`config.mk`:
```
export PLATFORM = sky130hd
export DESIGN_NAME = pth_cfg
export DESIGN_NICKNAME = d
export VERILOG_FILES = /design/src/rtl/assert_macros.svh /design/src/rtl/pth_pkg.sv /design/src/rtl/pth_cfg.sv
export SDC_FILE = /design/constraint.sdc
export NUM_CORES = 1
export LEC_CHECK = 0
export BUFFER_PORTS_ARGS = -buffer_cell sky130_fd_sc_hd__buf_4
export CELL_PAD_IN_SITES_DETAIL_PLACEMENT = 1
export CELL_PAD_IN_SITES_GLOBAL_PLACEMENT = 2
export CORE_MARGIN = 3
export CORE_UTILIZATION = 17
export CTS_BUF_LIST = sky130_fd_sc_hd__clkbuf_4 sky130_fd_sc_hd__clkbuf_8 sky130_fd_sc_hd__clkbuf_16
export CTS_CLUSTER_DIAMETER = 200
export DETAILED_ROUTE_END_ITERATION = 10
export GPL_ROUTABILITY_DRIVEN = 0
export HOLD_SLACK_MARGIN = 0.12
export PLACE_DENSITY_LB_ADDON = 0.1
export SYNTH_ARGS = -nofsm -noshare
export SYNTH_HDL_FRONTEND = slang
export SYNTH_SLANG_ARGS = --single-unit
```
`constraint.sdc`:
```
create_clock -name aclk -period 1 [get_ports aclk]
set_clock_uncertainty 0.05 [all_clocks]
set_input_delay 0.15 -clock aclk [delete_from_list [all_inputs] [get_ports aclk]]
set_output_delay 0.15 -clock aclk [all_outputs]
set_load 0.03 [all_outputs]
```
`src/rtl/assert_macros.svh`:
```
// Assertion macros shared by the RTL files.
// No dependencies; the empty forms stand in when SYNTHESIS is defined.
`ifndef ASSERT_MACROS_SVH
`define ASSERT_MACROS_SVH

`ifndef SYNTHESIS

// Check that a condition implies another in the same cycle.
`define ASSERT_IMPLIES(label, clk, rst_n, ante, cons) \
    label: assert property (@(posedge clk) disable iff (!rst_n) (ante) |-> (cons)) \
        else $error("assertion failed: same-cycle implication");

// Check that a condition implies another in the next cycle.
`define ASSERT_NEXT(label, clk, rst_n, ante, cons) \
    label: assert property (@(posedge clk) disable iff (!rst_n) (ante) |=> (cons)) \
        else $error("assertion failed: next-cycle implication");

`else

`define ASSERT_IMPLIES(label, clk, rst_n, ante, cons)
`define ASSERT_NEXT(label, clk, rst_n, ante, cons)

`endif

`endif

```
`src/rtl/pth_pkg.sv`:
```
// Package for the pixel-to-hex-cell block: widths, constants, payload types.
// No dependencies; every RTL module of the block imports it.
package pth_pkg;

    // Fixed-point precision of the fractional axial coordinates.
    localparam int FRAC_BITS = 16;

    localparam int PIX_W   = 16;
    localparam int OUT_W   = 16;
    localparam int RECIP_W = 16;
    localparam logic [RECIP_W-1:0] RECIP_RESET = 16'd1928;

    // Scaled pixel: 16-bit signed times 0.16 unsigned, exact in Q.16.
    localparam int SCALE_W = 32;

    // Q.30 constants, held as positive signed values.
    localparam int K_FRAC = 30;
    localparam int K_W    = 31;
    localparam logic signed [K_W-1:0] K_TWO_THIRDS  = 31'sd715827883;
    localparam logic signed [K_W-1:0] K_ONE_THIRD   = 31'sd357913941;
    localparam logic signed [K_W-1:0] K_ROOT3_THIRD = 31'sd619925131;

    localparam int PROD_W    = SCALE_W + K_W - 1;
    localparam int DIFF_W    = PROD_W + 1;
    localparam int PROD_FRAC = RECIP_W + K_FRAC;
    localparam int RED_SHIFT = PROD_FRAC - FRAC_BITS;
    localparam logic signed [DIFF_W-1:0] RED_HALF =
        {{(DIFF_W-1){1'b0}}, 1'b1} << (RED_SHIFT - 1);

    // Rounded cube coordinates and fractional values.
    localparam int INT_W = 18;
    localparam int FW    = FRAC_BITS + INT_W - 1;
    localparam int EW    = FW + 1;
    localparam logic [FW-1:0] RND_HALF = FW'(1) << (FRAC_BITS - 1);

    // Offset row before saturation.
    localparam int ROW_W = INT_W + 1;
    localparam logic signed [ROW_W-1:0] SAT_HI = ROW_W'((1 << (OUT_W - 1)) - 1);
    localparam logic signed [ROW_W-1:0] SAT_LO = -SAT_HI - 1;

    // Configuration port.
    localparam int ADDR_W    = 3;
    localparam int APB_DW    = 32;
    localparam int REG_IDX_W = ADDR_W - 2;
    localparam logic [REG_IDX_W-1:0] REG_SIZE_RECIP = '0;

    typedef struct packed {
        logic signed [PIX_W-1:0] pixel_x;
        logic signed [PIX_W-1:0] pixel_y;
    } pixel_t;

    typedef struct packed {
        logic signed [OUT_W-1:0] axial_q;
        logic signed [OUT_W-1:0] axial_r;
        logic signed [OUT_W-1:0] offset_col;
        logic signed [OUT_W-1:0] offset_row;
    } hex_t;

    typedef struct packed {
        logic signed [PROD_W-1:0] pq;
        logic signed [PROD_W-1:0] pa;
        logic signed [PROD_W-1:0] pb;
    } prod_t;

    typedef struct packed {
        logic signed [FW-1:0] fq;
        logic signed [FW-1:0] fr;
        logic signed [FW-1:0] fs;
    } frac_t;

    typedef struct packed {
        logic signed [INT_W-1:0] q;
        logic signed [INT_W-1:0] r;
        logic signed [INT_W-1:0] s;
        logic [FRAC_BITS-1:0]    dq;
        logic [FRAC_BITS-1:0]    dr;
        logic [FRAC_BITS-1:0]    ds;
    } cube_t;

endpackage

```
`src/rtl/pth_cfg.sv`:
```
// APB-style register file holding the reciprocal of the hexagon size.
// Depends on pth_pkg.
module pth_cfg (
    input  logic                        aclk,
    input  logic                        aresetn,
    input  logic                        psel,
    input  logic                        penable,
    input  logic                        pwrite,
    input  logic [pth_pkg::ADDR_W-1:0]  paddr,
    input  logic [pth_pkg::APB_DW-1:0]  pwdata,
    output logic [pth_pkg::APB_DW-1:0]  prdata,
    output logic                        pready,
    output logic [pth_pkg::RECIP_W-1:0] size_recip
);
    import pth_pkg::*;

    logic [RECIP_W-1:0]   size_recip_reg;
    logic [REG_IDX_W-1:0] reg_index;
    logic                 wr_en;

    assign pready    = 1'b1;
    assign reg_index = paddr[ADDR_W-1:2];
    assign wr_en     = psel && penable && pwrite && pready;

    always_ff @(posedge aclk) begin
        if (!aresetn) begin
            size_recip_reg <= RECIP_RESET;
        end else if (wr_en && (reg_index == REG_SIZE_RECIP)) begin
            size_recip_reg <= pwdata[RECIP_W-1:0];
        end
    end

    assign prdata     = (reg_index == REG_SIZE_RECIP) ? APB_DW'(size_recip_reg) : '0;
    assign size_recip = size_recip_reg;

endmodule

```
-- After elaboration in Yosys (flattened, before gate mapping)
Index checks and enable logic that the tools add are counted.
- reduce and logical (&&, ||, !) cells: 3
- multiplexer cells: 1
- bitwise operators: 1
- operators with widths (cell ; count):
    16-bit two-way mux ; 1
    1-bit logical AND ; 3
    1-bit NOT ; 1
- input bits: 40
- output and inout bits: 49
- word-level logic and storage cells: 6
- flip-flop bits (word level): 16

-- Logic depth before layout (Yosys ltp)
- word-level depth: 3
- mapped depth: 4
- gate-level depth less buffers: 2

-- Least setup slack after synthesis
Ideal clock, no wire load.
- path kind: flip-flop to output port
- from: reg size_recip_reg[10], in the netlist size_recip[10]
- to: out prdata[10] in the netlist's numbering
- stages on the path, launching flop included: 2
- arrival: 1011 ps
- data required time: 800 ps
- setup slack: -211 ps
- buffers on the path: 0
- cells stage by stage: dfxtp_1 -> nor2b_1
- longest elaborated chain between the ends: 1
- RTL lines (what ; RTL line ; source):
    start, declared ; pth_cfg.sv:17 ; logic [RECIP_W-1:0] size_recip_reg;
    start signal, assigned ; pth_cfg.sv:29 ; size_recip_reg <= pwdata[RECIP_W-1:0];
    16-bit two-way mux ; pth_cfg.sv:33 ; assign prdata = (reg_index == REG_SIZE_RECIP) ? APB_DW'(size_recip_reg) : '0;
    end, declared ; pth_cfg.sv:11 ; output logic [pth_pkg::APB_DW-1:0] prdata,
No other way between the ends.

-- Worst setup path after layout
- from: reg size_recip_reg[15], in the netlist size_recip[15]
- to: out prdata[15] in the netlist's numbering
The elaborated chain is that of the path after synthesis.

==> flow_metrics.env <==
export IMPL_outcome="finished, violations left"
export IMPL_violations="negative setup slack"
export IMPL_io_pins=89
export IMPL_synthTopCellsByArea="dfxtp_1 34%, mux2i_1 17%, buf_4 14%"
export IMPL_setup_viol=23
export IMPL_yosysTopAreaCell="dfxtp_1"
export IMPL_hold_end="size_recip[7]"
export IMPL_power_density_nw_per_um2=947
export IMPL_final_common_cell="buf_4"
export IMPL_port_buffers=53
export IMPL_start_kind="flop"
export IMPL_syn_area_um2=932
export IMPL_power_w=0.00173
export IMPL_overflow=0
export IMPL_grt_pass1_vias=956
export IMPL_hold_class="input port to flop"
export IMPL_antenna_cells=0
export IMPL_reg2reg_slack_ns=0.17
export IMPL_cp_max_fo=2
export IMPL_finalMaxSlewViolations=0
export IMPL_ys_seq_area_frac=0.344
export IMPL_drc=0
export IMPL_antenna_found_initial=0
export IMPL_vias=936
export IMPL_largest_reg_flops=16
export IMPL_routedWlPerCell_um=12.1
export IMPL_first_iter_violations=26
export IMPL_yosysWarnings=0
export IMPL_start_util=0.179
export IMPL_cts_max_level=1
export IMPL_r2r_end="size_recip[4]"
export IMPL_crit_path_cell_trace="and2b_2 -> buf_6"
export IMPL_ctsLongestPathBuffers=2
export IMPL_max_vdd_ir_drop_mv=0.377
export IMPL_vias_per_cell=3.67
export IMPL_clock_sinks=16
export IMPL_synthCells=106
export IMPL_finalCriticalPeriod_ns=1.10
export IMPL_antenna_left=0
export IMPL_slowest_delay_ns=0.33
export IMPL_clk_pin_slew_ns=0.07
export IMPL_first_pass_iters=2
export IMPL_drive_gt1_frac=0.562
export IMPL_endpoint_kind="output port"
export IMPL_clock_latency_ns=0.25
export IMPL_ys_ff_latch=16
export IMPL_grt_pass1_wl_um=4710
export IMPL_hold_violations=0
export IMPL_post_route_util=0.352
export IMPL_cts_tree="yes"
export IMPL_die_area_um2=6410
export IMPL_syn2layout_area_growth_pct=96.4
export IMPL_synth_top_area_frac=0.344
export IMPL_hpwl_um=2030
export IMPL_r2r_cells=4
export IMPL_synth_avg_cell_area_um2=8.79
export IMPL_ys_types=11
export IMPL_final_cell_area_um2=1830
export IMPL_hold_path_depth=3
export IMPL_timing_rr_start="size_recip[4]"
export IMPL_die_x_um=80.1
export IMPL_worst_slack_ns=-0.103
export IMPL_fmax_mhz=907
export IMPL_numCtsBuffers=3
export IMPL_post_route_period_util=1.10
export IMPL_crit_type="flop to output port"
export IMPL_dpl_cell_area_um2=1420
export IMPL_crit_required_ns=0.80
export IMPL_leakagePower_nw=0.838
export IMPL_rows=26
export IMPL_grt_setup_unrepaired="yes"
export IMPL_grt_usage=0.0945
export IMPL_hp_start="pwdata[7]"
export IMPL_num_nets_final=226
export IMPL_core_area_um2=5200
export IMPL_grt_max_degree=33
export IMPL_mostFrequentLayoutCells="39 x buf_4, 28 x buf_6, 22 x nand2_1"
export IMPL_die_h_um=80.1
export IMPL_maxCapViolations=0
export IMPL_clockRootBuffer="clkbuf_8"
export IMPL_wl_um=3100
export IMPL_cp_slowest_cell="dfxtp_2"
export IMPL_cp_data_arrival_time_ns=0.90
-- stage by stage --
| stage | hold slack [ns] | setup WS, ns | cells | TNS (ns) |
|---|---|---|---|---|
| floorplan | 0.235 | 0.0157 | 121 | 0 |
| global route | 0.144 | -0.139 | 255 | -2.27 |
| finish | 0.128 | -0.103 | 255 | -1.34 |
| CTS | 0.130 | -0.118 | 250 | -1.69 |
| detailed placement | 0.366 | -0.105 | 224 | -1.64 |
| global placement | 0.354 | -0.0936 | 224 | -1.46 |
-- layout make-up --
type / instances / area (um^2)
multi-input cells: 82 / 569
flip-flops and latches: 16 / 340
repair buffers: 83 / 778
well taps: 70 / 87.6
fillers: 609 / 3370
clock buffers: 4 / 55.1
-- worst max-delay path: cells and delay by family (launching register included) --
kind / cells / cell delay, ns
buffers and inverters: 1 / 0.13
flip-flops: 1 / 0.33
AND/OR/NAND/NOR: 1 / 0.19
-- cell usage after synthesis --
master and number:
nand2_1 22, nor2b_1 20, buf_4 17, dfxtp_1 16, mux2i_1 16, and2b_2 6
clkbuf_1 4, conb_1 2, and4b_1 1, buf_12 1, buf_6 1
-- worst max path at each step --
stage | slack [ns] | to | cells past startpoint | from
floorplan | 0.02 | prdata[3] | 1 | size_recip[3]
detailed placement | -0.11 | size_recip[7] | 4 | paddr[2]
global route | -0.14 | prdata[2] | 2 | size_recip[2]
finish | -0.10 | prdata[15] | 2 | size_recip[15]
global placement | -0.09 | prdata[0] | 4 | paddr[2]
CTS | -0.12 | prdata[2] | 2 | size_recip[2]
-- logic make-up after synthesis --
kind of cell | synth area share
flops | 0.344
buf+inv | 0.187
simple gates | 0.290
other cells | 0.00806
mux | 0.172
-- power by group --
group | internal (W) | total (W) | leakage, nW | switching, W
sequential | 0.000654 | 0.000664 | 0.133 | 0.0000103
combinational | 0.000215 | 0.000476 | 0.677 | 0.000261
clock | 0.000350 | 0.000593 | 0.0288 | 0.000243
-- routing by layer --
layer,up-vias,GRT usage,wire [um]
li1,453,-,-
met1,438,0.113,1300
met2,40,0.167,1560
met3,5,0.0168,186
met4,0,0.0355,50
met5,-,0,0
-- what timing repair did --
item,4_1_cts,5_1_grt
buffers inserted,7,5
hold buffers,15,0
setup endpoints to repair,17,22
endpoints found under the hold margin,15,0
resized for setup,32,2
No activity file was read; power rests on OpenSTA's default activity.
