### config.mk
export PLATFORM = sky130hd
export DESIGN_NAME = pth_mult
export DESIGN_NICKNAME = d
export VERILOG_FILES = /design/src/rtl/assert_macros.svh /design/src/rtl/pth_pkg.sv /design/src/rtl/pth_mult.sv
export SDC_FILE = /design/constraint.sdc
export NUM_CORES = 2
export LEC_CHECK = 0
export BUFFER_PORTS_ARGS = -buffer_cell sky130_fd_sc_hd__buf_2
export CAP_MARGIN = 20
export CORE_UTILIZATION = 65
export CTS_CLUSTER_SIZE = 10
export DETAILED_ROUTE_END_ITERATION = 8
export HOLD_SLACK_MARGIN = 0.03
export PLACE_DENSITY = 0.83
export SLEW_MARGIN = 5
export SYNTH_ARGS = -nofsm -noshare
export SYNTH_HDL_FRONTEND = slang
export SYNTH_SLANG_ARGS = --single-unit
### constraint.sdc
create_clock -name aclk -period 12.94 [get_ports aclk]
set_input_delay 0.647 -clock aclk [delete_from_list [all_inputs] [get_ports aclk]]
set_output_delay 0.647 -clock aclk [all_outputs]
set_load 0.05 [all_outputs]
### src/rtl/assert_macros.svh
// Assertion macros shared by the RTL files.
// No dependencies; the empty forms stand in when SYNTHESIS is defined.
`ifndef ASSERT_MACROS_SVH
`define ASSERT_MACROS_SVH

`ifndef SYNTHESIS

// Check that a condition implies another in the same cycle.
`define ASSERT_IMPLIES(label, clk, rst_n, ante, cons) \
    label: assert property (@(posedge clk) disable iff (!rst_n) (ante) |-> (cons)) \
        else $error("assertion failed: same-cycle implication");

// Check that a condition implies another in the next cycle.
`define ASSERT_NEXT(label, clk, rst_n, ante, cons) \
    label: assert property (@(posedge clk) disable iff (!rst_n) (ante) |=> (cons)) \
        else $error("assertion failed: next-cycle implication");

`else

`define ASSERT_IMPLIES(label, clk, rst_n, ante, cons)
`define ASSERT_NEXT(label, clk, rst_n, ante, cons)

`endif

`endif

### src/rtl/pth_pkg.sv
// Package for the pixel-to-hex-cell block: widths, constants, payload types.
// No dependencies; every RTL module of the block imports it.
package pth_pkg;

    // Fixed-point precision of the fractional axial coordinates.
    localparam int FRAC_BITS = 16;

    localparam int PIX_W   = 16;
    localparam int OUT_W   = 16;
    localparam int RECIP_W = 16;
    localparam logic [RECIP_W-1:0] RECIP_RESET = 16'd1928;

    // Scaled pixel: 16-bit signed times 0.16 unsigned, exact in Q.16.
    localparam int SCALE_W = 32;

    // Q.30 constants, held as positive signed values.
    localparam int K_FRAC = 30;
    localparam int K_W    = 31;
    localparam logic signed [K_W-1:0] K_TWO_THIRDS  = 31'sd715827883;
    localparam logic signed [K_W-1:0] K_ONE_THIRD   = 31'sd357913941;
    localparam logic signed [K_W-1:0] K_ROOT3_THIRD = 31'sd619925131;

    localparam int PROD_W    = SCALE_W + K_W - 1;
    localparam int DIFF_W    = PROD_W + 1;
    localparam int PROD_FRAC = RECIP_W + K_FRAC;
    localparam int RED_SHIFT = PROD_FRAC - FRAC_BITS;
    localparam logic signed [DIFF_W-1:0] RED_HALF =
        {{(DIFF_W-1){1'b0}}, 1'b1} << (RED_SHIFT - 1);

    // Rounded cube coordinates and fractional values.
    localparam int INT_W = 18;
    localparam int FW    = FRAC_BITS + INT_W - 1;
    localparam int EW    = FW + 1;
    localparam logic [FW-1:0] RND_HALF = FW'(1) << (FRAC_BITS - 1);

    // Offset row before saturation.
    localparam int ROW_W = INT_W + 1;
    localparam logic signed [ROW_W-1:0] SAT_HI = ROW_W'((1 << (OUT_W - 1)) - 1);
    localparam logic signed [ROW_W-1:0] SAT_LO = -SAT_HI - 1;

    // Configuration port.
    localparam int ADDR_W    = 3;
    localparam int APB_DW    = 32;
    localparam int REG_IDX_W = ADDR_W - 2;
    localparam logic [REG_IDX_W-1:0] REG_SIZE_RECIP = '0;

    typedef struct packed {
        logic signed [PIX_W-1:0] pixel_x;
        logic signed [PIX_W-1:0] pixel_y;
    } pixel_t;

    typedef struct packed {
        logic signed [OUT_W-1:0] axial_q;
        logic signed [OUT_W-1:0] axial_r;
        logic signed [OUT_W-1:0] offset_col;
        logic signed [OUT_W-1:0] offset_row;
    } hex_t;

    typedef struct packed {
        logic signed [PROD_W-1:0] pq;
        logic signed [PROD_W-1:0] pa;
        logic signed [PROD_W-1:0] pb;
    } prod_t;

    typedef struct packed {
        logic signed [FW-1:0] fq;
        logic signed [FW-1:0] fr;
        logic signed [FW-1:0] fs;
    } frac_t;

    typedef struct packed {
        logic signed [INT_W-1:0] q;
        logic signed [INT_W-1:0] r;
        logic signed [INT_W-1:0] s;
        logic [FRAC_BITS-1:0]    dq;
        logic [FRAC_BITS-1:0]    dr;
        logic [FRAC_BITS-1:0]    ds;
    } cube_t;

endpackage

### src/rtl/pth_mult.sv
// Two multiply stages: scale the pixel pair, then form the Q.46 products.
// Depends on pth_pkg.
module pth_mult (
    input  logic                        aclk,
    input  logic                        aresetn,
    input  logic [pth_pkg::RECIP_W-1:0] size_recip,
    input  logic                        in_valid,
    output logic                        in_ready,
    input  pth_pkg::pixel_t             in_data,
    output logic                        out_valid,
    input  logic                        out_ready,
    output pth_pkg::prod_t              out_data
);
    import pth_pkg::*;

    logic                      a_valid_reg;
    logic                      b_valid_reg;
    logic signed [SCALE_W-1:0] sx_reg;
    logic signed [SCALE_W-1:0] sy_reg;
    prod_t                     prod_reg;

    logic                      a_ready;
    logic                      b_ready;
    logic signed [SCALE_W-1:0] recip_ext;
    logic signed [SCALE_W-1:0] sx_next;
    logic signed [SCALE_W-1:0] sy_next;
    logic signed [PROD_W-1:0]  sx_wide;
    logic signed [PROD_W-1:0]  sy_wide;
    prod_t                     prod_next;

    assign b_ready  = !b_valid_reg || out_ready;
    assign a_ready  = !a_valid_reg || b_ready;
    assign in_ready = a_ready;

    always_comb begin
        recip_ext      = $signed(SCALE_W'(size_recip));
        sx_next        = SCALE_W'(in_data.pixel_x) * recip_ext;
        sy_next        = SCALE_W'(in_data.pixel_y) * recip_ext;
        sx_wide        = PROD_W'(sx_reg);
        sy_wide        = PROD_W'(sy_reg);
        prod_next.pq   = sx_wide * PROD_W'(K_TWO_THIRDS);
        prod_next.pa   = sy_wide * PROD_W'(K_ROOT3_THIRD);
        prod_next.pb   = sx_wide * PROD_W'(K_ONE_THIRD);
    end

    always_ff @(posedge aclk) begin
        if (!aresetn) begin
            a_valid_reg <= 1'b0;
            b_valid_reg <= 1'b0;
        end else begin
            if (a_ready) begin
                a_valid_reg <= in_valid;
            end
            if (b_ready) begin
                b_valid_reg <= a_valid_reg;
            end
        end
    end

    always_ff @(posedge aclk) begin
        if (a_ready && in_valid) begin
            sx_reg <= sx_next;
            sy_reg <= sy_next;
        end
        if (b_ready && a_valid_reg) begin
            prod_reg <= prod_next;
        end
    end

    assign out_valid = b_valid_reg;
    assign out_data  = prod_reg;

endmodule

# Word level (Yosys, flattened, before mapping)
# Index checks and enable logic that the tools add are counted.
[totals] word_cells=18 out_inout_bits=188 reg_bits=252 input_bits=52
[classes] mul=5 reduce_logical=6
[ops] operator="multiplier 32 x 31 -> 62 bit (second input constant)" count=2
[ops] operator="multiplier 16 x 17 -> 32 bit" count=2
[ops] operator="multiplier 32 x 30 -> 62 bit (second input constant)" count=1
[ops] operator="logical AND 1 bit" count=2
[ops] operator="zero test 1 bit" count=2
[ops] operator="logical OR 1 bit" count=2

# Longest topological paths before layout
[logic_depth] word_depth=4 ltp_mapped=28 ltp_nobuf=27

# Worst setup path before layout
# Ideal clock, no wire load.
[synth_timing] kind="input to register" start="in out_ready" end="reg prod_reg (netlist bit out_data[100]) (enable)" slack_ps=3294 path_buffers=0 stages=2 setup_time_ps=755 required_ps=12185 arrival_time_ps=8890 path_cell_list="nor2b_1 -> nor2b_1"
[synth_via] elab_chain_cells=2
[synth_lines] element="from (decl)" line_no="pth_mult.sv:11" rtl="input logic out_ready,"
[synth_lines] element="logical OR 1 bit" line_no="pth_mult.sv:31" rtl="assign b_ready = !b_valid_reg || out_ready;"
[synth_lines] element="logical AND 1 bit" line_no="pth_mult.sv:65" rtl="if (b_ready && a_valid_reg) begin"
[synth_lines] element="to (signal assigned)" line_no="pth_mult.sv:66" rtl="prod_reg <= prod_next;"
[synth_lines] element="to (decl)" line_no="pth_mult.sv:20" rtl="prod_t prod_reg;"
# No other way between the ends.
# A chain may end at the register's enable or synchronous reset.

==> out/qor.yml <==
outcome: "finished, final reports clean"
worst_pin_slew_ps: 989
async_reset_ff_frac: 0
hold_violations: 0
skew_ps: 27.2
start_util: 0.656
grt_usage: 0.350
synth-seq-area-share: 0.111
grt_overflow: 0
io_buffers: 239
syn-cell-area_mm2: 0.0679
rows: 118
synthTopCellsByArea: "fa_1 40%, ha_1 18%, inv_1 12%"
cts-root-buf: "clkbuf_16"
endpoint_kind: "register"
die_h_um: 325
setup_viol: 0
start_kind: "register"
clk_path_buf_depth: 3
vias: 47900
timing.rr.end: "out_data[122]"
synth_adder_area_share: 0.580
yosys.area_share.simple: 0.0735
yosys-top-cells-count: "2,090 x inv_1, 1,366 x fa_1, 960 x ha_1, 428 x nand2_1, 249 x edfxtp_1"
clk_pin_slew_worst_paths_ps: 50
fmax_mhz: 114
cts_made_buffers: 35
yosysWarnings: 0
clock_latency_ps: 590
reg2reg_slack_ps: 4200
rsz0062_at_grt: "no"
startpoint: "sy_reg[8]"
place_area_mm2: 0.0704
synth_edf_count: 249
die_w_um: 325
grt_pass1_vias: 50200
coreArea_mm2: 0.103
synth_cell_types: 87
antenna_found_initial: 3
crit_type: "reg2reg"
htree_levels: 2
nets: 9401
final_area_mm2: 0.0715
worstPathMaxFanout: 8
r2r_start: "sy_reg[8]"
relSlewSlack: 0.334
place_hpwl_um: 157000
synth_top_area_share: 0.403
required_ps: 13280
num-fill-cells: 7922
finalSetupTns_ps: 0
yosys.area.top_type: "fa_1"
dieArea_mm2: 0.106
routed_wl_um: 181000
num_io_pins: 240
synthMuxAreaShare: 0.00118
final.min_clock_period_ps: 8740
postSynthAreaPerCell_um2: 9.89
synth_compound_area_frac: 0.0706
ys_seq_elements: 251
diodes: 0
reg2reg_depth: 22
cap_violations: 0
clkSinkCount: 251
netlist_instances: 6867
final_antenna_net_count: 0
fin_crit_sh: 0.675
grt_pass1_wl_um: 282000
critPathArrivalTime_ps: 9070
largest_reg_flops: 185
ctsResizeCount: 0
synth.most_common_cell: "inv_1"
postCtsSetupRepairBufs: 0
yosys_most_used_dff: "edfxtp_1"
synthXorXnorAreaFrac: 0.0413
cts_tree: "built"
hold_buffers: 0
synth_nets: 9245
gp_congestion: 1.03
post_drt_via_cell_ratio: 5.69
first_iter_violations: 4002
critPathCapture: "out_data[122]"
drv_slew: 0
area_delta_synth_final_pct: 5.30
synth_top_family_by_area: "adder cells"
avgRoutedWirePerCell_um: 21.5
grt_max_degree: 71
drcViolationCount: 0
hold_depth: 2
first_pass_iters: 5
min_path_type: "in2reg"
drive_above_1_share: 0.0520
[critical path, cell delays in order, from the launching register on]
cell	delay (ps)
edfxtp_1	640
ha_1	450
xnor2_1	490
inv_1	100
ha_1	220
or2_2	320
fa_1	510
fa_1	560
fa_1	450
fa_1	460
fa_1	520
fa_1	420
ha_1	440
nand2_1	140
nor2_1	300
nand3_1	200
or4_1	430
a21oi_1	570
nor2_1	240
a211o_1	340
a21oi_1	310
o221ai_1	200
xnor2_1	160
[cells by family (layout without fill, tap and decap cells)]
group                    Yosys count  count (layout)
adder cells (fa/ha/maj)         2327            2327
buffers and inverters           2224            2400
AND/OR/NAND/NOR                 1018            1018
AO/OA/AOI/OAI                    719             719
XOR/XNOR                         320             320
flip-flops                       251             251
multiplexers                       8               8
[layout by cell type (no fill, tap or decap), types with 18 or more instances in the layout]
master / count
buf_2: 239
o21bai_1: 42
o211ai_1: 18
nor2b_1: 24
or2_2: 21
nand2_1: 428
and2_1: 213
nand2b_1: 47
o21ai_0: 102
ha_1: 960
nand4_1: 22
clkbuf_16: 36
inv_1: 2088
a21oi_1: 225
nor3_1: 35
and3_1: 26
fa_1: 1366
o21a_1: 27
xor2_1: 119
edfxtp_1: 249
a21o_1: 134
a31oi_1: 27
nand3_1: 46
nor2_1: 108
xnor2_1: 201
[metrics by stage]
| stage | hold slack (ps) | std cells | setup WS [ps] | utilization |
|---|---|---|---|---|
| after floorplan | 477 | 6867 | 3290 | - |
| after global placement | 502 | 8366 | 4480 | 0.681 |
| after detailed placement | 544 | 8366 | 4450 | 0.681 |
| after CTS | 279 | 8423 | 4440 | 0.691 |
| after global routing | 291 | 8423 | 3910 | 0.691 |
| final | 318 | 8423 | 4200 | 0.691 |
[worst min path at each step]
stage | from | to | slack, ps
final | aresetn | out_valid | 320
after floorplan | a_valid_reg | out_valid | 480
after detailed placement | a_valid_reg | a_valid_reg | 540
after global routing | aresetn | out_valid | 290
after CTS | aresetn | out_valid | 280
after global placement | a_valid_reg | out_valid | 500
[layout make-up]
type	instances	area, um2	share of cell area
clock buffer	41	920	0.0129
clock inverter	16	161	0.00226
inverter	2091	7850	0.110
multi-input combinational	4392	52000	0.728
sequential	251	7520	0.105
tap	1380	1730	0.0241
timing repair buffer	252	1290	0.0181
[per-layer routing]
layer  track usage  routed length [um]
met5             0                  13
met4        0.0741                4210
met3        0.0670               17300
met2         0.549               82900
met1         0.509               76700
Power is left out: the tool's default activity adds up to more than one toggle a clock period on the data nets, which glitch-free logic cannot reach.
