$ cat config.mk
export PLATFORM = sky130hd
export DESIGN_NAME = pth_frac
export DESIGN_NICKNAME = d
export VERILOG_FILES = /design/src/rtl/assert_macros.svh /design/src/rtl/pth_pkg.sv /design/src/rtl/pth_frac.sv
export SDC_FILE = /design/constraint.sdc
export NUM_CORES = 1
export LEC_CHECK = 0
export BUFFER_PORTS_ARGS = -buffer_cell sky130_fd_sc_hd__buf_2
export CAP_MARGIN = 5
export CORE_ASPECT_RATIO = 0.7
export CORE_MARGIN = 10
export CORE_UTILIZATION = 50
export CTS_CLUSTER_SIZE = 25
export DETAILED_ROUTE_END_ITERATION = 10
export HOLD_SLACK_MARGIN = 0.05
export PLACE_DENSITY_LB_ADDON = 0.05
export SKIP_CTS_REPAIR_TIMING = 1
export SLEW_MARGIN = 20
export SYNTH_ARGS = -nofsm -noshare
export SYNTH_HDL_FRONTEND = slang
export SYNTH_SLANG_ARGS = --single-unit
$ cat constraint.sdc
create_clock -name aclk -period 9.35 [get_ports aclk]
set_clock_uncertainty 0.15 [all_clocks]
set_input_delay 1.87 -clock aclk [delete_from_list [all_inputs] [get_ports aclk]]
set_output_delay 1.87 -clock aclk [all_outputs]
set_load 0.01 [all_outputs]
$ cat src/rtl/assert_macros.svh
// Assertion macros shared by the RTL files.
// No dependencies; the empty forms stand in when SYNTHESIS is defined.
`ifndef ASSERT_MACROS_SVH
`define ASSERT_MACROS_SVH

`ifndef SYNTHESIS

// Check that a condition implies another in the same cycle.
`define ASSERT_IMPLIES(label, clk, rst_n, ante, cons) \
    label: assert property (@(posedge clk) disable iff (!rst_n) (ante) |-> (cons)) \
        else $error("assertion failed: same-cycle implication");

// Check that a condition implies another in the next cycle.
`define ASSERT_NEXT(label, clk, rst_n, ante, cons) \
    label: assert property (@(posedge clk) disable iff (!rst_n) (ante) |=> (cons)) \
        else $error("assertion failed: next-cycle implication");

`else

`define ASSERT_IMPLIES(label, clk, rst_n, ante, cons)
`define ASSERT_NEXT(label, clk, rst_n, ante, cons)

`endif

`endif

$ cat src/rtl/pth_pkg.sv
// Package for the pixel-to-hex-cell block: widths, constants, payload types.
// No dependencies; every RTL module of the block imports it.
package pth_pkg;

    // Fixed-point precision of the fractional axial coordinates.
    localparam int FRAC_BITS = 16;

    localparam int PIX_W   = 16;
    localparam int OUT_W   = 16;
    localparam int RECIP_W = 16;
    localparam logic [RECIP_W-1:0] RECIP_RESET = 16'd1928;

    // Scaled pixel: 16-bit signed times 0.16 unsigned, exact in Q.16.
    localparam int SCALE_W = 32;

    // Q.30 constants, held as positive signed values.
    localparam int K_FRAC = 30;
    localparam int K_W    = 31;
    localparam logic signed [K_W-1:0] K_TWO_THIRDS  = 31'sd715827883;
    localparam logic signed [K_W-1:0] K_ONE_THIRD   = 31'sd357913941;
    localparam logic signed [K_W-1:0] K_ROOT3_THIRD = 31'sd619925131;

    localparam int PROD_W    = SCALE_W + K_W - 1;
    localparam int DIFF_W    = PROD_W + 1;
    localparam int PROD_FRAC = RECIP_W + K_FRAC;
    localparam int RED_SHIFT = PROD_FRAC - FRAC_BITS;
    localparam logic signed [DIFF_W-1:0] RED_HALF =
        {{(DIFF_W-1){1'b0}}, 1'b1} << (RED_SHIFT - 1);

    // Rounded cube coordinates and fractional values.
    localparam int INT_W = 18;
    localparam int FW    = FRAC_BITS + INT_W - 1;
    localparam int EW    = FW + 1;
    localparam logic [FW-1:0] RND_HALF = FW'(1) << (FRAC_BITS - 1);

    // Offset row before saturation.
    localparam int ROW_W = INT_W + 1;
    localparam logic signed [ROW_W-1:0] SAT_HI = ROW_W'((1 << (OUT_W - 1)) - 1);
    localparam logic signed [ROW_W-1:0] SAT_LO = -SAT_HI - 1;

    // Configuration port.
    localparam int ADDR_W    = 3;
    localparam int APB_DW    = 32;
    localparam int REG_IDX_W = ADDR_W - 2;
    localparam logic [REG_IDX_W-1:0] REG_SIZE_RECIP = '0;

    typedef struct packed {
        logic signed [PIX_W-1:0] pixel_x;
        logic signed [PIX_W-1:0] pixel_y;
    } pixel_t;

    typedef struct packed {
        logic signed [OUT_W-1:0] axial_q;
        logic signed [OUT_W-1:0] axial_r;
        logic signed [OUT_W-1:0] offset_col;
        logic signed [OUT_W-1:0] offset_row;
    } hex_t;

    typedef struct packed {
        logic signed [PROD_W-1:0] pq;
        logic signed [PROD_W-1:0] pa;
        logic signed [PROD_W-1:0] pb;
    } prod_t;

    typedef struct packed {
        logic signed [FW-1:0] fq;
        logic signed [FW-1:0] fr;
        logic signed [FW-1:0] fs;
    } frac_t;

    typedef struct packed {
        logic signed [INT_W-1:0] q;
        logic signed [INT_W-1:0] r;
        logic signed [INT_W-1:0] s;
        logic [FRAC_BITS-1:0]    dq;
        logic [FRAC_BITS-1:0]    dr;
        logic [FRAC_BITS-1:0]    ds;
    } cube_t;

endpackage

$ cat src/rtl/pth_frac.sv
// Two stages: reduce the products to fractional axial q, r, then form s.
// Depends on pth_pkg.
module pth_frac (
    input  logic           aclk,
    input  logic           aresetn,
    input  logic           in_valid,
    output logic           in_ready,
    input  pth_pkg::prod_t in_data,
    output logic           out_valid,
    input  logic           out_ready,
    output pth_pkg::frac_t out_data
);
    import pth_pkg::*;

    logic                 c_valid_reg;
    logic                 d_valid_reg;
    logic signed [FW-1:0] fq_reg;
    logic signed [FW-1:0] fr_reg;
    frac_t                frac_reg;

    logic                 c_ready;
    logic                 d_ready;
    logic signed [FW-1:0] fq_next;
    logic signed [FW-1:0] fr_next;
    frac_t                frac_next;

    // Round to nearest, ties toward plus infinity.
    function automatic logic signed [FW-1:0] reduce_prod(input logic signed [DIFF_W-1:0] v);
        logic signed [DIFF_W-1:0] t;
        t = (v + RED_HALF) >>> RED_SHIFT;
        return FW'(t);
    endfunction

    assign d_ready  = !d_valid_reg || out_ready;
    assign c_ready  = !c_valid_reg || d_ready;
    assign in_ready = c_ready;

    always_comb begin
        fq_next      = reduce_prod(DIFF_W'(in_data.pq));
        fr_next      = reduce_prod(DIFF_W'(in_data.pa) - DIFF_W'(in_data.pb));
        frac_next.fq = fq_reg;
        frac_next.fr = fr_reg;
        frac_next.fs = -fq_reg - fr_reg;
    end

    always_ff @(posedge aclk) begin
        if (!aresetn) begin
            c_valid_reg <= 1'b0;
            d_valid_reg <= 1'b0;
        end else begin
            if (c_ready) begin
                c_valid_reg <= in_valid;
            end
            if (d_ready) begin
                d_valid_reg <= c_valid_reg;
            end
        end
    end

    always_ff @(posedge aclk) begin
        if (c_ready && in_valid) begin
            fq_reg <= fq_next;
            fr_reg <= fr_next;
        end
        if (d_ready && c_valid_reg) begin
            frac_reg <= frac_next;
        end
    end

    assign out_valid = d_valid_reg;
    assign out_data  = frac_reg;

endmodule

Word level (Yosys, flattened, before mapping) --
Cells that the tools add are included.
Word-level totals: register bits after elaboration 167, output and inout port bits 101
Cells by class: reduce and logical (&&, ||, !) cells 6, add/sub/neg operators 5
Operators by type and width (count):
- 62-bit by 31-bit adder with 63-bit output, second input constant | 1
- 63-bit by 31-bit adder with 63-bit output, second input constant | 1
- 62-bit by 62-bit subtractor with 63-bit output | 1
- 33-bit negation | 1
- 33-bit subtractor | 1
- 1-bit logical AND | 2
- 1-bit logical NOT | 2
- 1-bit logical OR | 2

Logic depth before layout (Yosys ltp) --
depth in word-level cells 4, depth in mapped cells 13, mapped depth without buffers 13

Worst setup path after synthesis --
No wires, ideal clock.
path kind input -> register, start input port out_ready, end register frac_reg (netlist bit out_data[0]), enable pin, library setup time 570 ps, path slack 2296 ps, buffers on the path 0, arrival 6334 ps, data required time 8630 ps, stages 2, path through nor2b_1 nor2b_1
Between the ends: word-level cells in the longest chain between the ends 2
Ends and longest elaborated chain:
- from (decl) | RTL line pth_frac.sv:10 | input logic out_ready,
- 1-bit logical OR | RTL line pth_frac.sv:34 | assign d_ready = !d_valid_reg || out_ready;
- 1-bit logical AND | RTL line pth_frac.sv:65 | if (d_ready && c_valid_reg) begin
- to (signal assigned) | RTL line pth_frac.sv:66 | frac_reg <= frac_next;
- to (decl) | RTL line pth_frac.sv:19 | frac_t frac_reg;
No other way between the ends. A chain may end at the register's enable or synchronous reset.

Worst setup path in the final report --
start input port in_data[16] (netlist name), end register fr_reg[27], data pin
Between the ends: word-level cells in the longest chain between the ends 2
Ends and longest elaborated chain:
- from (decl) | RTL line pth_frac.sv:8 | input pth_pkg::prod_t in_data,
- 62-bit by 62-bit subtractor with 63-bit output | RTL line pth_frac.sv:40 | fr_next = reduce_prod(DIFF_W'(in_data.pa) - DIFF_W'(in_data.pb));
- 63-bit by 31-bit adder with 63-bit output | RTL line pth_frac.sv:30 | t = (v + RED_HALF) >>> RED_SHIFT;
- named net fr_next[27] | RTL line pth_frac.sv:24 | logic signed [FW-1:0] fr_next;
- to (signal assigned) | RTL line pth_frac.sv:63 | fr_reg <= fr_next;
- to (decl) | RTL line pth_frac.sv:18 | logic signed [FW-1:0] fr_reg;
The timed path passes the listed nets, and every way through them passes these cells.

==> impl_metrics.toml <==
[power_and_ir_drop]
p_int_w = 0.00172
power_leakage_nw = 6.73
p_seq_share_pct = 39.1
power_frac_comb_pct = 31.8
ir_worst_vdd_mv = 0.101
p_clk_share_pct = 29.1
switching_share_pct = 31.7
p_sw_w = 0.000796
powerDensity_mw_per_mm2 = 181

[layout]
nets = 1739
drive_gt1_share_pct = 22.2
syn2layout_area_growth_pct = 19.9
largest_reg_flops = 99
final_core_util_pct = 61.0

[worst_setup_path]
path_max_fanout = 5
start_kind = "input pin"
cp_cell_sequence = "buf_2 > inv_1 > ha_1 > ha_1 > and3_1 > and3_4 > inv_2 > o41ai_2 > a41oi_2 > o41a_1 > o211a_1 > a311o_1 > xnor2_1"
path_delay_family = "compound AO/OA/AOI/OAI gates"
endpoint_kind = "flip-flop"
critPathRequiredTime_ns = 9.37
arrival_ns = 5.04
path_buf_inv = 3
crit_start = "in_data[16]"
path_class = "in2reg"
cpMostUsedCell = "ha_1"
r2r-start = "fr_reg[2]"
worst_path_largest_cell_delay_ns = 0.47
slowest_stage = "o41a_1"

[logic_synthesis]
synth_seq_cells = 167
ys_warn_count = 0
syn_inst = 1093
ys.flop_type = "edfxtp_1"
synth_edf_count = 165
synth_common_cells = "ha_1, edfxtp_1, inv_1"
synth_area_sq_mm = 0.0116
synth_top_cell_area_share_pct = 42.8
syn_area_per_cell_sq_um = 10.6
yosys.area.top_type = "edfxtp_1"
post-synth-top-count-cell = "ha_1"
synth_async_sr_flop_share_pct = 0
ys_seq_area_share_pct = 43.2
yosysUniqueCellTypes = 58
synth.net_count = 1469
ys_top_cells_by_area = "edfxtp_1, ha_1, inv_1"

[grt]
grt.total_usage_pct = 19.0
grt_max_degree = 67
antenna_found_initial = 1
grt_pass1_wl_mm = 45.1
first_global_vias = 8493
grt-ovfl-total = 0

[placement]
dp_hpwl_mm = 24.1
io_buffer_count = 261
place_congestion = 0.887

[drt]
wl_per_cell_um = 17.0
drc = 0
vias = 8692
dr.pass1.iters = 7
via_per_inst = 5.14
ant_nets = 0
drt_iter0_markers = 673
routed_wl_mm = 28.7

[status]
outcome = "complete, no violations"

[timing]
setup_violations = 0
hold_viol_final = 0
rsz0062_at_grt = "false"
worst_slew_pin_slew_ns = 0.853
clock.fmax_mhz = 199
max-slew-margin-rel_pct = 43.2
tns_ns = 0
slew_viol_final = 0
fin_crit_sh_pct = 53.7
min_period_ns = 5.02

[clock_network]
clock_latency_ns = 0.43
cts.sinks = 167
htree_num_levels = 4
clockBufferDepth = 2
numCtsBuffers = 17
cts_root_buffer = "clkbuf_16"
clkSlewWorstSetupHoldPaths_ns = 0.06
cts_tree = "done"

[floorplan]
die_h_um = 147
dieArea_sq_mm = 0.0297
top_level_ports = 291
initial_utilization_pct = 50.9
placementRows = 46
dieWidth_um = 202
core_area_sq_mm = 0.0227

[hold_path]
hp-start = "fq_reg[18]"
holdCritPathClass = "reg2reg"

[flow_run]
drv_cap = 0
[placed cells by master, fill, tap and decap left out, types with 16 or more instances in the layout]
cell       netlist  final
buf_2            0    261
ha_1           185    185
edfxtp_1       165    165
inv_1          151    151
a21oi_1         83     83
nand2_1         62     62
xnor2_1         55     55
nor2_1          48     48
a21o_1          45     45
o21ai_0         39     39
xor2_1          35     35
nand3_1         26     26
nand4_1         21     21
clkbuf_16        0     17
o21bai_1        16     16
[per-stage QoR]
| stage | hold slack, ns | std cells | instance area (sq um) | setup slack [ns] | total power [W] |
|---|---|---|---|---|---|
| 2_1_floorplan | 0.276 | 1093 | 11600 | 2.30 | 0.00155 |
| 6_report | 0.298 | 1690 | 13900 | 4.33 | 0.00252 |
| 3_5_place_dp | 0.285 | 1656 | 13300 | 3.95 | 0.00180 |
| 5_1_grt | 0.311 | 1689 | 13900 | 4.08 | 0.00268 |
| 4_1_cts | 0.300 | 1688 | 13900 | 4.37 | 0.00253 |
| 3_3_place_gp | 0.282 | 1656 | 13300 | 3.94 | 0.00179 |
[final cells by class]
class,count,area (sq um)
antenna,2,5.00
sequential,167,4990
multi-input combinational,761,5970
timing repair buffer,264,1330
fill,1970,8860
clock buffer,17,425
clock inverter,15,190
tap,312,390
inverter,152,571
[power by group through the flow]
stage / clock network [W] / registers [W] / logic [W]
2_1_floorplan: 0 / 0.00102 / 0.000533
3_3_place_gp: 0 / 0.000998 / 0.000795
3_5_place_dp: 0 / 0.00100 / 0.000794
4_1_cts: 0.000743 / 0.000986 / 0.000802
5_1_grt: 0.000778 / 0.000993 / 0.000907
6_report: 0.000731 / 0.000984 / 0.000800
[routing by layer]
metal	wire [um]	share of wire [%]	GRT usage, %
met1	14900	52	28.4
met2	11500	40	26.4
met3	1790	6.2	4.04
met4	513	1.8	5.77
met5	0	0	0
[logic make-up after synthesis]
group	synth area share (%)
AO/OA/AOI/OAI	14.8
AND/OR/NAND/NOR	9.45
adder cells (fa/ha/maj)	20.2
flip-flops	43.2
buffers and inverters	5.35
XOR/XNOR	6.81
multiplexers	0.259
[worst paths after layout]
check                 end  slack (ns)  cells past startpoint
max            fr_reg[27]        4.33                     13
max reg2reg  out_data[30]        5.28                     12
min          out_data[84]        0.30                      0
min reg2reg  out_data[84]        0.30                      0
Note: power is estimated with default switching activity, not from simulation.
