<file path="src/rtl/assert_macros.svh">
// Assertion macros shared by the RTL files.
// No dependencies; the empty forms stand in when SYNTHESIS is defined.
`ifndef ASSERT_MACROS_SVH
`define ASSERT_MACROS_SVH

`ifndef SYNTHESIS

// Check that a condition implies another in the same cycle.
`define ASSERT_IMPLIES(label, clk, rst_n, ante, cons) \
    label: assert property (@(posedge clk) disable iff (!rst_n) (ante) |-> (cons)) \
        else $error("assertion failed: same-cycle implication");

// Check that a condition implies another in the next cycle.
`define ASSERT_NEXT(label, clk, rst_n, ante, cons) \
    label: assert property (@(posedge clk) disable iff (!rst_n) (ante) |=> (cons)) \
        else $error("assertion failed: next-cycle implication");

`else

`define ASSERT_IMPLIES(label, clk, rst_n, ante, cons)
`define ASSERT_NEXT(label, clk, rst_n, ante, cons)

`endif

`endif

</file>
<file path="src/rtl/pth_pkg.sv">
// Package for the pixel-to-hex-cell block: widths, constants, payload types.
// No dependencies; every RTL module of the block imports it.
package pth_pkg;

    // Fixed-point precision of the fractional axial coordinates.
    localparam int FRAC_BITS = 16;

    localparam int PIX_W   = 16;
    localparam int OUT_W   = 16;
    localparam int RECIP_W = 16;
    localparam logic [RECIP_W-1:0] RECIP_RESET = 16'd1928;

    // Scaled pixel: 16-bit signed times 0.16 unsigned, exact in Q.16.
    localparam int SCALE_W = 32;

    // Q.30 constants, held as positive signed values.
    localparam int K_FRAC = 30;
    localparam int K_W    = 31;
    localparam logic signed [K_W-1:0] K_TWO_THIRDS  = 31'sd715827883;
    localparam logic signed [K_W-1:0] K_ONE_THIRD   = 31'sd357913941;
    localparam logic signed [K_W-1:0] K_ROOT3_THIRD = 31'sd619925131;

    localparam int PROD_W    = SCALE_W + K_W - 1;
    localparam int DIFF_W    = PROD_W + 1;
    localparam int PROD_FRAC = RECIP_W + K_FRAC;
    localparam int RED_SHIFT = PROD_FRAC - FRAC_BITS;
    localparam logic signed [DIFF_W-1:0] RED_HALF =
        {{(DIFF_W-1){1'b0}}, 1'b1} << (RED_SHIFT - 1);

    // Rounded cube coordinates and fractional values.
    localparam int INT_W = 18;
    localparam int FW    = FRAC_BITS + INT_W - 1;
    localparam int EW    = FW + 1;
    localparam logic [FW-1:0] RND_HALF = FW'(1) << (FRAC_BITS - 1);

    // Offset row before saturation.
    localparam int ROW_W = INT_W + 1;
    localparam logic signed [ROW_W-1:0] SAT_HI = ROW_W'((1 << (OUT_W - 1)) - 1);
    localparam logic signed [ROW_W-1:0] SAT_LO = -SAT_HI - 1;

    // Configuration port.
    localparam int ADDR_W    = 3;
    localparam int APB_DW    = 32;
    localparam int REG_IDX_W = ADDR_W - 2;
    localparam logic [REG_IDX_W-1:0] REG_SIZE_RECIP = '0;

    typedef struct packed {
        logic signed [PIX_W-1:0] pixel_x;
        logic signed [PIX_W-1:0] pixel_y;
    } pixel_t;

    typedef struct packed {
        logic signed [OUT_W-1:0] axial_q;
        logic signed [OUT_W-1:0] axial_r;
        logic signed [OUT_W-1:0] offset_col;
        logic signed [OUT_W-1:0] offset_row;
    } hex_t;

    typedef struct packed {
        logic signed [PROD_W-1:0] pq;
        logic signed [PROD_W-1:0] pa;
        logic signed [PROD_W-1:0] pb;
    } prod_t;

    typedef struct packed {
        logic signed [FW-1:0] fq;
        logic signed [FW-1:0] fr;
        logic signed [FW-1:0] fs;
    } frac_t;

    typedef struct packed {
        logic signed [INT_W-1:0] q;
        logic signed [INT_W-1:0] r;
        logic signed [INT_W-1:0] s;
        logic [FRAC_BITS-1:0]    dq;
        logic [FRAC_BITS-1:0]    dr;
        logic [FRAC_BITS-1:0]    ds;
    } cube_t;

endpackage

</file>
<file path="src/rtl/pth_pick.sv">
// Output stage: rebuild the component with the largest error, form the
// odd-q offset row, saturate and hold the result. Depends on pth_pkg.
module pth_pick (
    input  logic           aclk,
    input  logic           aresetn,
    input  logic           in_valid,
    output logic           in_ready,
    input  pth_pkg::cube_t in_data,
    output logic           out_valid,
    input  logic           out_ready,
    output pth_pkg::hex_t  out_data
);
    import pth_pkg::*;

    logic                    out_valid_reg;
    hex_t                    hex_reg;

    logic                    g_ready;
    logic signed [INT_W-1:0] q_fix;
    logic signed [INT_W-1:0] r_fix;
    logic signed [ROW_W-1:0] row;
    hex_t                    hex_next;

    function automatic logic signed [OUT_W-1:0] sat_out(input logic signed [ROW_W-1:0] v);
        logic signed [ROW_W-1:0] c;
        c = (v > SAT_HI) ? SAT_HI : ((v < SAT_LO) ? SAT_LO : v);
        return OUT_W'(c);
    endfunction

    assign g_ready  = !out_valid_reg || out_ready;
    assign in_ready = g_ready;

    always_comb begin
        q_fix = in_data.q;
        r_fix = in_data.r;
        if ((in_data.dq > in_data.dr) && (in_data.dq > in_data.ds)) begin
            q_fix = -in_data.r - in_data.s;
        end else if (in_data.dr > in_data.ds) begin
            r_fix = -in_data.q - in_data.s;
        end
        // (q - parity) / 2 is the floor of q / 2
        row = ROW_W'(r_fix) + ROW_W'(q_fix >>> 1);
        hex_next.axial_q    = sat_out(ROW_W'(q_fix));
        hex_next.axial_r    = sat_out(ROW_W'(r_fix));
        hex_next.offset_col = sat_out(ROW_W'(q_fix));
        hex_next.offset_row = sat_out(row);
    end

    always_ff @(posedge aclk) begin
        if (!aresetn) begin
            out_valid_reg <= 1'b0;
        end else if (g_ready) begin
            out_valid_reg <= in_valid;
        end
    end

    always_ff @(posedge aclk) begin
        if (g_ready && in_valid) begin
            hex_reg <= hex_next;
        end
    end

    assign out_valid = out_valid_reg;
    assign out_data  = hex_reg;

endmodule
</file>
<file path="config.mk">
export PLATFORM = sky130hd
export DESIGN_NAME = pth_pick
export DESIGN_NICKNAME = d
export VERILOG_FILES = /design/src/rtl/assert_macros.svh /design/src/rtl/pth_pkg.sv /design/src/rtl/pth_pick.sv
export SDC_FILE = /design/constraint.sdc
export NUM_CORES = 1
export LEC_CHECK = 0
export ABC_AREA = 1
export BUFFER_PORTS_ARGS = -buffer_cell sky130_fd_sc_hd__buf_4
export CORE_AREA = 2 2 134 123
export CTS_BUF_LIST = sky130_fd_sc_hd__clkbuf_4
export CTS_CLUSTER_SIZE = 24
export DETAILED_ROUTE_END_ITERATION = 8
export DIE_AREA = 0 0 136 125
export PLACE_DENSITY = 0.67
export SYNTH_ARGS = -nofsm -noshare
export SYNTH_HDL_FRONTEND = slang
export SYNTH_SLANG_ARGS = --single-unit
</file>
<file path="constraint.sdc">
create_clock -name aclk -period 4.2 [get_ports aclk]
set_input_delay 0.84 -clock aclk [delete_from_list [all_inputs] [get_ports aclk]]
set_output_delay 0.84 -clock aclk [all_outputs]
set_load 0.02 [all_outputs]
</file>
; Word level (Yosys, flattened, before mapping)
; Cells that the tools add are included.
; Widths: inputs -> output; s select.
[word_totals]
n_memories = 0
latch_bits = 0
wordCells = 28
regBits = 49
out_inout_bits = 66
mem_bits_rw = 0
mem_bits_ro = 0
inputBits = 106
[op_classes]
magnitude_cmp = 9
mul = 0
shifts = 0
n_reduce_logical = 4
mux = 6
addsub = 5
n_bitwise = 0
eq_ne = 0
div = 0
[ops]
columns = operator, count
row1 = $mux 18, 3
row2 = $gt 16x16->1, 3
row3 = $mux 16, 3
row4 = $gt 18x16->1 const B, 2
row5 = $lt 18x16->1 const B, 2
row6 = $neg 18->18, 2
row7 = $sub 18x18->18, 2
row8 = $add 18x17->19, 1
row9 = $gt 19x16->1 const B, 1
row10 = $lt 19x16->1 const B, 1
row11 = $logic_and 1x1->1, 2
row12 = $logic_not 1->1, 1
row13 = $logic_or 1x1->1, 1

; Logic depth before layout (Yosys ltp)
[depth]
ltp_word = 7
ltp_mapped = 32
mapped_depth_nobuf = 29

; Worst setup path after synthesis
; Ideal clock, no wire load.
[synth_path]
path_type = input-to-reg
startpoint = input in_data[49] (netlist bit)
endpoint = register hex_reg (netlist bit out_data[0]), data pin
required_ps = 3947
path_stages = 26
n_path_buf = 2
setup_slack_ps = -144
arrival_ps = 4090
setup_time_ps = 253
path_cell_list = ha_1 inv_1 ha_1 fa_1 nand3_1 nand2_1 nand2_1 nand3_2 nand2_1 nand3b_1 nand2_1 nand3_1 nand2_2 inv_1 ha_1 buf_2 a21o_1 a31o_2 a21oi_1 nand2_1 xor2_1 nor2_1 nand2_1 nand2_1 buf_4 nand2_1
[synth_between]
elab_chain_cells = 6
word_cells_on_any_way = 9
classes_between = add/sub (3) / order compare (2) / mux (4)
[synth_lines]
columns = element, line_no
row1 = start: declaration, pth_pick.sv:8  ; input pth_pkg::cube_t in_data,
row2 = $sub 18x18->18, pth_pick.sv:39  ; r_fix = -in_data.q - in_data.s;
row3 = $mux 18, pth_pick.sv:38  ; end else if (in_data.dr > in_data.ds) begin
row4 = $mux 18, pth_pick.sv:36  ; if ((in_data.dq > in_data.dr) && (in_data.dq > in_data.ds)) begin
row5 = $add 18x17->19 (*), pth_pick.sv:42  ; row = ROW_W'(r_fix) + ROW_W'(q_fix >>> 1);
row6 = $lt 19x16->1, pth_pick.sv:26  ; c = (v > SAT_HI) ? SAT_HI : ((v < SAT_LO) ? SAT_LO : v);
row7 = $mux 16, pth_pick.sv:26
row8 = end signal: assignment, pth_pick.sv:59  ; hex_reg <= hex_next;
row9 = end: declaration, pth_pick.sv:16  ; hex_t hex_reg;
; Mark *: on every way between the ends. The rest lies on a longest branch, timed or not.
; A chain may end at the register's enable or synchronous reset.

; Worst setup path in the final report
[layout_path]
startpoint = input in_data[55] (netlist bit)
endpoint = register hex_reg (netlist bit out_data[13]), data pin
; The elaborated chain is that of the path after synthesis.

==> impl_metrics.ini <==
[run_status]
status = finished, final reports clean

[detailed_routing]
first_iter_violations = 392
vias = 7333
vias_per_cell = 4.84
drc = 0
routed_wl_microns = 20000
final_antenna_net_count = 0
drt_pass1_iterations = 5
wl_per_cell_microns = 13.2

[finish]
final_nets = 1548
fin_cells = 1515
area_growth_syn_to_layout_pct = 48.9
utilization_pct = 65.7
largest_reg_flops = 48
drive_gt1_share_pct = 37.6
antenna_cells = 0

[die]
die_height_microns = 125
die_w_microns = 136
rows = 44
coreArea_sq_um = 15700
boundaryPins = 172
initial_core_util_pct = 44.1
dieArea_sq_um = 17000

[yosys]
yosys_warnings = 0
yosysSeqAreaShare_pct = 21.0
synth_compound_area_share_pct = 12.5
synth_seq_cells = 49
synth_xor_area_share_pct = 5.55
synthArstFlopShare_pct = 0
yosys.area_share.simple_pct = 24.4
synth_commonest_cells = 291 x nand2_1, 152 x inv_1, 132 x ha_1
yosys-mux-area-fraction_pct = 0
synth_top_cell_by_area = ha_1
netlist_instances = 982
syn_nets = 1223
ys_types = 41
synth_area_per_cell_sq_um = 7.08
synthTopCellsByArea = ha_1 24%, edfxtp_1 21%, nand2_1 16%, inv_1 8.2%, a21oi_1 5.3%
synth_edf_count = 48
synth.most_common_cell = nand2_1
syn-cell-area_sq_um = 6950
synthAdderAreaFrac_pct = 24.6
ys.flop_type = edfxtp_1
synth_top_family_by_area = adder cells
yosys.area.top_type_share_pct = 23.8

[global_route]
grt_antenna_before_repair = 0
grt_pass1_vias = 6856
grt_max_degree = 49
overflow = 0
grt_pass1_wl_microns = 30800
globalRouteTotalUtil_pct = 22.2

[clocking]
htreeDepth = 2
cts_tree = yes
cts_made_buffers = 5
cts-root-buf = clkbuf_4
cts.sinks = 49
clk_path_buf_depth = 2
clk_pin_slew_ns = 0.13
clk_latency_ns = 0.36

[placement]
dp_hpwl_microns = 17100
gp_congestion = 0.893
place_ws_ns = -0.511
dp_cells = 1493
port_buffers = 171

[pwr]
power.density_nw_per_um2 = 377
p_leak_nw = 5.60
vdd_drop_max_mv = 0.341

[timing]
worst_slew_pin_slew_ns = 0.568
fin_setup_tns_ns = 0
slew_headroom_pct = 62.2
hold_slack_ns = 0.563
post-route-period-util_pct = 99.8
finalHoldViolations = 0
setup_violations = 0
timing.fmax_ghz = 0.238
skew_ns = 0.0189
period_needed_ns = 4.19
worst_slack_ns = 0.00651
slew_viol_final = 0

[setup_path]
cpMaxStageDelayCell = ha_1
cp-start-kind = input port
crit_buf_inv = 4
cp.required_ns = 4.44
cp_slowest_stage_delay_ns = 0.36
critPathKind = input port to flip-flop
cpMostUsedCell = nand2_1
path_delay_family = simple AND/OR/NAND/NOR gates
worstSetupEndpointType = flip-flop
crit_chain = buf_4 > inv_1 > ha_1 > ha_1 > a21o_1 > a21oi_2 > nand2_2 > a21oi_2 > xor2_1 > nand2_1 > o21ai_0 > inv_1 > ha_1 > buf_4 > nand2_2 > nor2_2 > nand3_1 > nand2_1 > xor2_2 > nand3_2 > nand2_4 > nand2_1 > nand2_1
worst-path-max-fanout = 8
r2r_slack_ns = 2.82
arrival_ns = 4.44

[run]
drv_cap = 0

[worst_hold_path]
hold_path.class = flip-flop to flip-flop
final timing paths:
check,to,startpoint,depth (start not counted)
setup / recovery,out_data[13],in_data[55],23
hold / removal,out_valid,out_valid,2
setup reg to reg,out_data[27],out_valid,2
hold reg to reg,out_valid,out_valid,2
tightest hold or removal path: cells and delay by family (launching register included):
family             cells  cell delay (ns)
DFF                    1             0.37
and+or+nand+nor        1             0.09
AOI/OAI and AO/OA      1             0.07
repair_timing:
action,in CTS,in global routing
hold buffers,0,0
resized for setup,8,134
pin swaps,0,49
gates cloned,0,2
setup endpoints to repair,15,16
buffers inserted,0,12
layout make-up:
cell class	instances	area [sq um]
Clock buffer	6	45.0
Clock inverter	2	33.8
Fill cell	1395	5400
Inverter	161	609
Multi-Input combinational cell	744	5320
Sequential cell	49	1460
Tap cell	207	259
Timing Repair Buffer	346	2620
metrics by stage:
step	power (W)	area (sq um)
after floorplan	0.00226	6970
after global placement	0.00321	9520
after detailed placement	0.00323	9520
after CTS	0.00352	9630
after global routing	0.00421	10300
final	0.00390	10300
report_power, final:
part | switching [W] | internal [W]
sequential | 0.0000402 | 0.000749
clock | 0.000136 | 0.000131
combinational | 0.00155 | 0.00130
total | 0.00172 | 0.00218
placed cells by master, fill, tap and decap left out, types with 3 or more instances in the layout:
cell and count:
nand3b_1 6, nand2_4 8, ha_2 6, ha_1 106, nor2_2 9, xor2_1 28
nand3_2 7, nand4_1 7, ha_4 20, nand2_2 20, buf_4 343, nand2_1 271
nand3_1 29, a21oi_1 53, o21ai_2 12, inv_2 10, xnor2_1 12, nor3_2 3
xor2_2 4, edfxtp_1 48, o21ai_1 17, o21ai_4 3, a21o_1 10, clkbuf_4 6
o21ai_0 22, a21oi_2 19, nor2_1 46, inv_1 150
cells by family after synthesis:
group | count (synthesis)
and+or+nand+nor | 411
buffers and inverters | 191
AOI/OAI and AO/OA | 152
adders and majority gates | 135
DFF | 49
xor gates and xnor gates | 44
layer usage:
| metal | track usage, % | vias up | share of wire [%] |
|---|---|---|---|
| met5 | 0 | - | 0 |
| met4 | 4.53 | 0 | 1.5 |
| met3 | 1.58 | 26 | 4.4 |
| met2 | 37.4 | 186 | 47 |
| met1 | 31.2 | 3290 | 47 |
| li1 | - | 3831 | - |
Power figures use the tool's default switching activity.
